## src/rtl/core/bblur_ram.sv

```systemverilog
// Generic simple dual-port RAM with one write port and one registered read port.
// A read of the address being written returns the old data. No dependencies.
module bblur_ram #(
    parameter int DATA_W = 8,
    parameter int DEPTH  = 16
) (
    input  logic                     clk,
    input  logic                     wr_en,
    input  logic [$clog2(DEPTH)-1:0] wr_addr,
    input  logic [DATA_W-1:0]        wr_data,
    input  logic                     rd_en,
    input  logic [$clog2(DEPTH)-1:0] rd_addr,
    output logic [DATA_W-1:0]        rd_data
);

    logic [DATA_W-1:0] mem [DEPTH];

    always_ff @(posedge clk)
    begin
        if (wr_en)
        begin
            mem[wr_addr] <= wr_data;
        end
        if (rd_en)
        begin
            rd_data <= mem[rd_addr];
        end
    end

endmodule

```

## config.mk

```make
export PLATFORM = sky130hd
export DESIGN_NAME = bblur_ram
export DESIGN_NICKNAME = d
export VERILOG_FILES = /design/src/rtl/core/bblur_ram.sv
export SDC_FILE = /design/constraint.sdc
export NUM_CORES = 1
export LEC_CHECK = 0
export ABC_AREA = 1
export BUFFER_PORTS_ARGS = -buffer_cell sky130_fd_sc_hd__buf_4
export CORE_MARGIN = 8
export CORE_UTILIZATION = 50
export DETAILED_ROUTE_END_ITERATION = 7
export PLACE_DENSITY = 0.7
export SLEW_MARGIN = 25
export SYNTH_ARGS = -nofsm -noshare
export SYNTH_HDL_FRONTEND = slang
export SYNTH_SLANG_ARGS = --single-unit
```

## constraint.sdc

```tcl
create_clock -name clk -period 1.1 [get_ports clk]
set_clock_uncertainty 0.15 [all_clocks]
set_input_delay 0 -clock clk [delete_from_list [all_inputs] [get_ports clk]]
set_output_delay 0 -clock clk [all_outputs]
set_load 0.02 [all_outputs]
```

After elaboration in Yosys (flattened, before gate mapping)

Memory sizes are Yosys's and may differ from the RTL's. A register that Yosys moved wholly into a read port is not among the register bits.
Cells that the tools add are included.
Widths: inputs -> output; s select.

Word-level logic and storage cells: 3
Register bits after elaboration: 0
Memories: 1
Bits in writable memories: 128
Output and inout port bits: 8
Input bits: 19

Memories:

| memory | depth | bits a word | read ports | clocked after Yosys merged registers in | wr ports | RTL line | source |
|---|---|---|---|---|---|---|---|
| mem    | 16    | 8           | 1          | 1                                       | 1        | 16       | `logic [DATA_W-1:0] mem [DEPTH];` |

Muxes and demuxes: 2

Operator list:

| kind   | count |
|---|---|
| $mux 1 | 2 |

Longest topological paths before layout

Gate-level depths: netlist of run 1.

Depth in word-level cells: 2
Depth in mapped cells: 8
Gate-level depth less buffers: 7

Worst setup path after synthesis of run 1

No wires, ideal clock.

Path type: input to register
From: input wr_addr[3]
To: memory mem[4][0], enable pin
Setup time: 370 ps
Cell stages on the path: 2
Arrival time: 581 ps
Buffers on the path: 0
Setup slack: -1 ps
Required time: 580 ps
Cell sequence: nand3b_1 > nor2_1

RTL lines:

| what        | RTL line | source |
|---|---|---|
| from (decl) | 9        | `input logic [$clog2(DEPTH)-1:0] wr_addr,` |
| to (decl)   | 16       |  |

No word-level cell before the write port.

==> impl_metrics.json, run 1 <==
{
  "fmax_mhz": 815.3,
  "max_cap_violations": 0,
  "dp_cells": 724,
  "cts.clk_slew.worst_paths_ns": 0.06,
  "synth_ff_type": "edfxtp_1",
  "fp.dieH_um": 124.1,
  "synth_nets": 570,
  "fin_ws_ns": -0.1265,
  "sw_frac_of_total": 0.2083,
  "cp-end-kind": "flip-flop",
  "cts_setup_buffers": 0,
  "hold_class": "in -> reg",
  "worst-path-max-fanout": 1,
  "synth.most_common_cell": "nand2_1",
  "drc": 0,
  "synthTopCellsByCount": "nand2_1, edfxtp_1, inv_1",
  "power_frac_seq": 0.459,
  "numPortBuffers": 26,
  "status": "finished, violations left",
  "syn_avg_cell_area_um2": 10.61,
  "synth_area_um2": 5847,
  "hold_ws_ns": 0.04866,
  "peakVddDrop_mv": 1.409,
  "drive_gt1_frac": 0.1926,
  "slew_violations": 0,
  "start_util": 0.5121,
  "wirelength_mm": 13.54,
  "slew_headroom": 0.5668,
  "cts.sinks": 136,
  "antenna-diode-count": 0,
  "cts_max_path_buffers": 2,
  "design.die.area_um2": 15410,
  "synthArstFlopShare": 0,
  "p_clk_frac": 0.471,
  "synth_cell_types": 11,
  "required_ns": 1.11,
  "grt_pass1_vias": 4040,
  "max_slew.worst_pin.slew_ns": 0.6489,
  "antenna_found_initial": 0,
  "first_pass_iters": 4,
  "rows": 39,
  "grtUsageTotal": 0.1899,
  "finalInstanceArea_um2": 7241,
  "numCtsBuffers": 17,
  "vias": 3962,
  "synth-edff-count": 136,
  "synthTopCellsByArea": "edfxtp_1, nand2_1, nand3_1, inv_1, buf_6",
  "comb_power_share": 0.069,
  "hold_viol": 0,
  "coreArea_um2": 11420,
  "path_class": "reg -> reg",
  "critPathLaunchType": "flip-flop",
  "grt_overflow_total": 0,
  "num-nets-final": 629,
  "routedWlPerCell_um": 17.68,
  "htreeDepth": 4,
  "dp_hpwl_mm": 8.510,
  "synth_top_area_cell": "edfxtp_1",
  "gp_congestion": 0.8815,
  "finalCritPeriodShare": 1.115,
  "placed_area_um2": 6302,
  "rsz0062_at_grt": "yes",
  "cp.arrival_ns": 1.24,
  "finalCriticalPeriod_ns": 1.227,
  "switchingPower_uw": 2668,
  "synth_warnings": 0,
  "cts_root_buf": "clkbuf_16",
  "synthCells": 551,
  "power.internal_uw": 10140,
  "stdcell_count": 766,
  "seq_area_frac_synth": 0.6985,
  "violations": "negative setup slack",
  "synth_top_cell_area_share": 0.6985,
  "ys_ff_latch": 136,
  "power.density_nw_per_um2": 1769,
  "grt_first_pass_wirelength_mm": 21.53,
  "final_antenna_net_count": 0,
  "leakage_uw": 0.003135,
  "die_width_um": 124.1,
  "syn2layout_area_growth_pct": 23.84,
  "clk_latency_ns": 0.41,
  "drtIter0Drc": 373,
  "final-setup-viol-count": 15,
  "cts_tree": "yes",
  "grt_start_max_net_pins": 33,
  "place_ws_ns": -0.2472,
  "vias_per_cell": 5.172,
  "pin_count": 27
}
==> flip-flops by register name (all words and copies together) (netlist names) <==
signal	count
mem	128
rd_data	8
==> per-layer routing <==
metal	GRT usage	share of wire	vias to the layer above
li1	-	-	1900
met1	0.2493	0.43	1906
met2	0.3012	0.49	142
met4	0.05948	0.012	0
met3	0.05213	0.077	14
met5	0	0	-
==> stage by stage <==
stage | total power (uW) | TNS, ns | util
after global routing | 13200 | -1.927 | 0.6341
after global placement | 6754 | -3.974 | 0.5519
final | 12810 | -1.161 | 0.6341
after CTS | 12860 | -1.226 | 0.6280
after floorplan | 6414 | -0.05405 | -
after detailed placement | 6774 | -5.363 | 0.5519
==> critical path, stage by stage, from the launching register on <==
cell      delay [ns]
edfxtp_1        0.40
nand2_1         0.09
nand2_1         0.05
nand2_1         0.08
nand3_2         0.09
nand3_2         0.08
nand2_1         0.05
==> cells in the final DEF (no fill, tap or decap), drive strengths merged <==
| cell | count |
|---|---|
| inv | 102 |
| nor2 | 17 |
| clkinvlp | 3 |
| dlygate4sd3 | 10 |
| nand3b | 2 |
| nand3 | 97 |
| clkinv | 7 |
| clkbuf | 17 |
| edfxtp | 136 |
| bufinv | 5 |
| nand2 | 173 |
| buf | 54 |
==> worst paths after layout <==
kind                            startpoint         end  slack (ns)  depth (start not counted)
worst max-delay path             mem[2][1]  rd_data[1]       -0.13                          6
worst min-delay path                 wr_en   mem[3][0]        0.05                          4
worst max register to register   mem[2][1]  rd_data[1]       -0.13                          6
worst min register to register  mem[12][1]  rd_data[1]        0.59                          6
==> kinds of logic (layout without fill, tap and decap cells) <==
kind of cell           after synthesis  count (layout)  synth area share
and+or+nand+nor                    289             289            0.2076
DFF                                136             136            0.6985
buffers and inverters              126             198           0.09394
==> power by group through the flow <==
stage | combinational, uW | sequential [uW] | clock (uW)
2_1_floorplan | 409 | 6000 | 0
3_3_place_gp | 773 | 5980 | 0
3_5_place_dp | 788 | 5990 | 0
4_1_cts | 870 | 5880 | 6100
5_1_grt | 976 | 5890 | 6330
6_report | 889 | 5880 | 6040
==> cell type report <==
| cell class | instances | area [um^2] |
|---|---|---|
| Inverter | 102 | 382.9 |
| Multi-Input combinational cell | 289 | 1389 |
| Timing Repair Buffer | 64 | 573.1 |
| Sequential cell | 136 | 4084 |
| Clock inverter | 15 | 207.7 |
| Clock buffer | 17 | 425.4 |
| Tap cell | 143 | 178.9 |
| Fill cell | 918 | 4178 |
==> what timing repair did <==
| item | CTS | global route |
|---|---|---|
| endpoints found under the hold margin | 144 | 0 |
| gates resized for setup | 29 | 14 |
| pin swaps | 14 | 16 |
| setup endpoints to repair | 16 | 16 |
| hold buffers | 10 | 0 |
Power figures use the tool's default switching activity.
==> run 2, diff against run 1 <==
CORE_UTILIZATION = 35   (was 50)
PLACE_DENSITY = default   (was 0.7)
RECOVER_POWER = 100   (was default)
==> impl_metrics.json, run 2 (synthesis results as in run 1) <==
{
  "rsz0062_at_grt": "yes",
  "fin_ws_ns": -0.1209,
  "grtUsageTotal": 0.1334,
  "cts_tree": "yes",
  "grt_first_pass_wirelength_mm": 21.60,
  "mostFrequentLayoutCells": "nand2_1, edfxtp_1, inv_1, nand3_1, nand3_2",
  "num-nets-final": 639,
  "cts.clk_slew.worst_paths_ns": 0.05,
  "power.density_nw_per_um2": 1581,
  "drc": 0,
  "numPortBuffers": 26,
  "max_cap_violations": 0,
  "hold_class": "in -> reg",
  "dp_hpwl_mm": 9.192,
  "antenna_found_initial": 0,
  "dp_cells": 811,
  "stdcell_count": 850,
  "slew_headroom": 0.6515,
  "cts_max_path_buffers": 2,
  "cts.sinks": 136,
  "grt_pass1_vias": 3967,
  "antenna-diode-count": 0,
  "path_class": "reg -> reg",
  "clk_latency_ns": 0.42,
  "routedWlPerCell_um": 15.90,
  "final_common_cell": "nand2_1",
  "first_pass_iters": 5,
  "vias_per_cell": 4.607,
  "slew_violations": 0,
  "cts_root_buf": "clkbuf_16",
  "grt_overflow_total": 0,
  "largest_reg_flops": 128,
  "finalCriticalPeriod_ns": 1.221,
  "htreeDepth": 4,
  "violations": "negative setup slack",
  "finalInstanceArea_um2": 7267,
  "peakVddDrop_mv": 1.017,
  "vias": 3916,
  "finalCritPeriodShare": 1.110,
  "coreArea_um2": 16470,
  "grt_start_max_net_pins": 30,
  "pin_count": 27,
  "required_ns": 1.11,
  "nFillCells": 1558,
  "drive_gt1_frac": 0.1937,
  "top_regs": "mem x128, rd_data x8",
  "final-setup-viol-count": 12,
  "status": "finished, violations left",
  "leakage_uw": 0.003097,
  "cp.arrival_ns": 1.23,
  "max_slew.worst_pin.slew_ns": 0.5227,
  "cp-end-kind": "flip-flop",
  "fmax_mhz": 819.0,
  "largest-register": "mem",
  "numCtsBuffers": 17,
  "rows": 47,
  "design.die.area_um2": 21100,
  "drtIter0Drc": 287,
  "gp_congestion": 0.8615,
  "critPathLaunchType": "flip-flop",
  "die_width_um": 145.3,
  "final_antenna_net_count": 0,
  "p_total_uw": 11490,
  "syn2layout_area_growth_pct": 24.29,
  "worst-path-max-fanout": 1,
  "wirelength_mm": 13.52,
  "hold_ws_ns": 0.03389,
  "hold_viol": 0,
  "start_util": 0.3551,
  "fp.dieH_um": 145.3,
  "placed_area_um2": 6536
}
-- run 2: worst max-delay path, cell delays in order, from the launching register on --
cell	delay (ns)
edfxtp_1	0.37
nand2_1	0.07
nand2_1	0.07
nand2_1	0.08
nand3_2	0.07
nand3_2	0.07
nand2_2	0.09
-- run 2: power by group --
| part | internal (uW) | total (uW) | switching, uW |
|---|---|---|---|
| clock | 2770 | 4680 | 1910 |
| sequential | 5850 | 5880 | 37.8 |
| combinational | 349 | 926 | 577 |
| total | 8960 | 11500 | 2530 |
-- run 2: area by class of cell --
| type | instances | area, um^2 | share of cell area |
|---|---|---|---|
| clock buffers | 20 | 436.7 | 0.06009 |
| multi-input cells | 289 | 1421 | 0.1956 |
| well taps | 220 | 275.3 | 0.03788 |
| inverters | 102 | 382.9 | 0.05269 |
| clock inverters | 9 | 37.54 | 0.005165 |
| flip-flops and latches | 136 | 4084 | 0.5620 |
| repair buffers | 74 | 629.4 | 0.08660 |
-- run 2: metal layers --
layer | GRT usage | part of all wire | routed length (um) | up-vias
li1 | - | - | - | 1915
met5 | 0 | 0 | 0 | -
met4 | 0.04789 | 0.016 | 221 | 0
met3 | 0.04011 | 0.054 | 726 | 16
met2 | 0.2096 | 0.47 | 6397 | 98
met1 | 0.1717 | 0.46 | 6171 | 1887
-- run 2: final timing paths --
check	start	end	slack (ns)	depth (start not counted)
max	mem[3][4]	rd_data[4]	-0.12	6
min	rd_addr[1]	rd_data[6]	0.03	5
max reg2reg	mem[3][4]	rd_data[4]	-0.12	6
min reg2reg	mem[13][5]	rd_data[5]	0.60	6
-- run 2: per-stage QoR --
stage / setup WS, ns / TNS (ns) / utilization
floorplan: -0.0008445 / -0.05405 / -
global route: -0.1843 / -1.681 / 0.4413
CTS: -0.1203 / -1.105 / 0.4397
finish: -0.1209 / -0.9202 / 0.4413
detailed placement: -0.2664 / -4.491 / 0.3970
global placement: -0.2674 / -4.345 / 0.3970
-- run 2: timing repair --
| action | CTS | global route |
|---|---|---|
| gates resized for setup | 29 | 24 |
| endpoints found under the hold margin | 144 | 0 |
| buffers inserted | 0 | 0 |
| pin swaps | 19 | 12 |
| endpoints found under the setup margin | 16 | 16 |
| hold buffers | 10 | 0 |
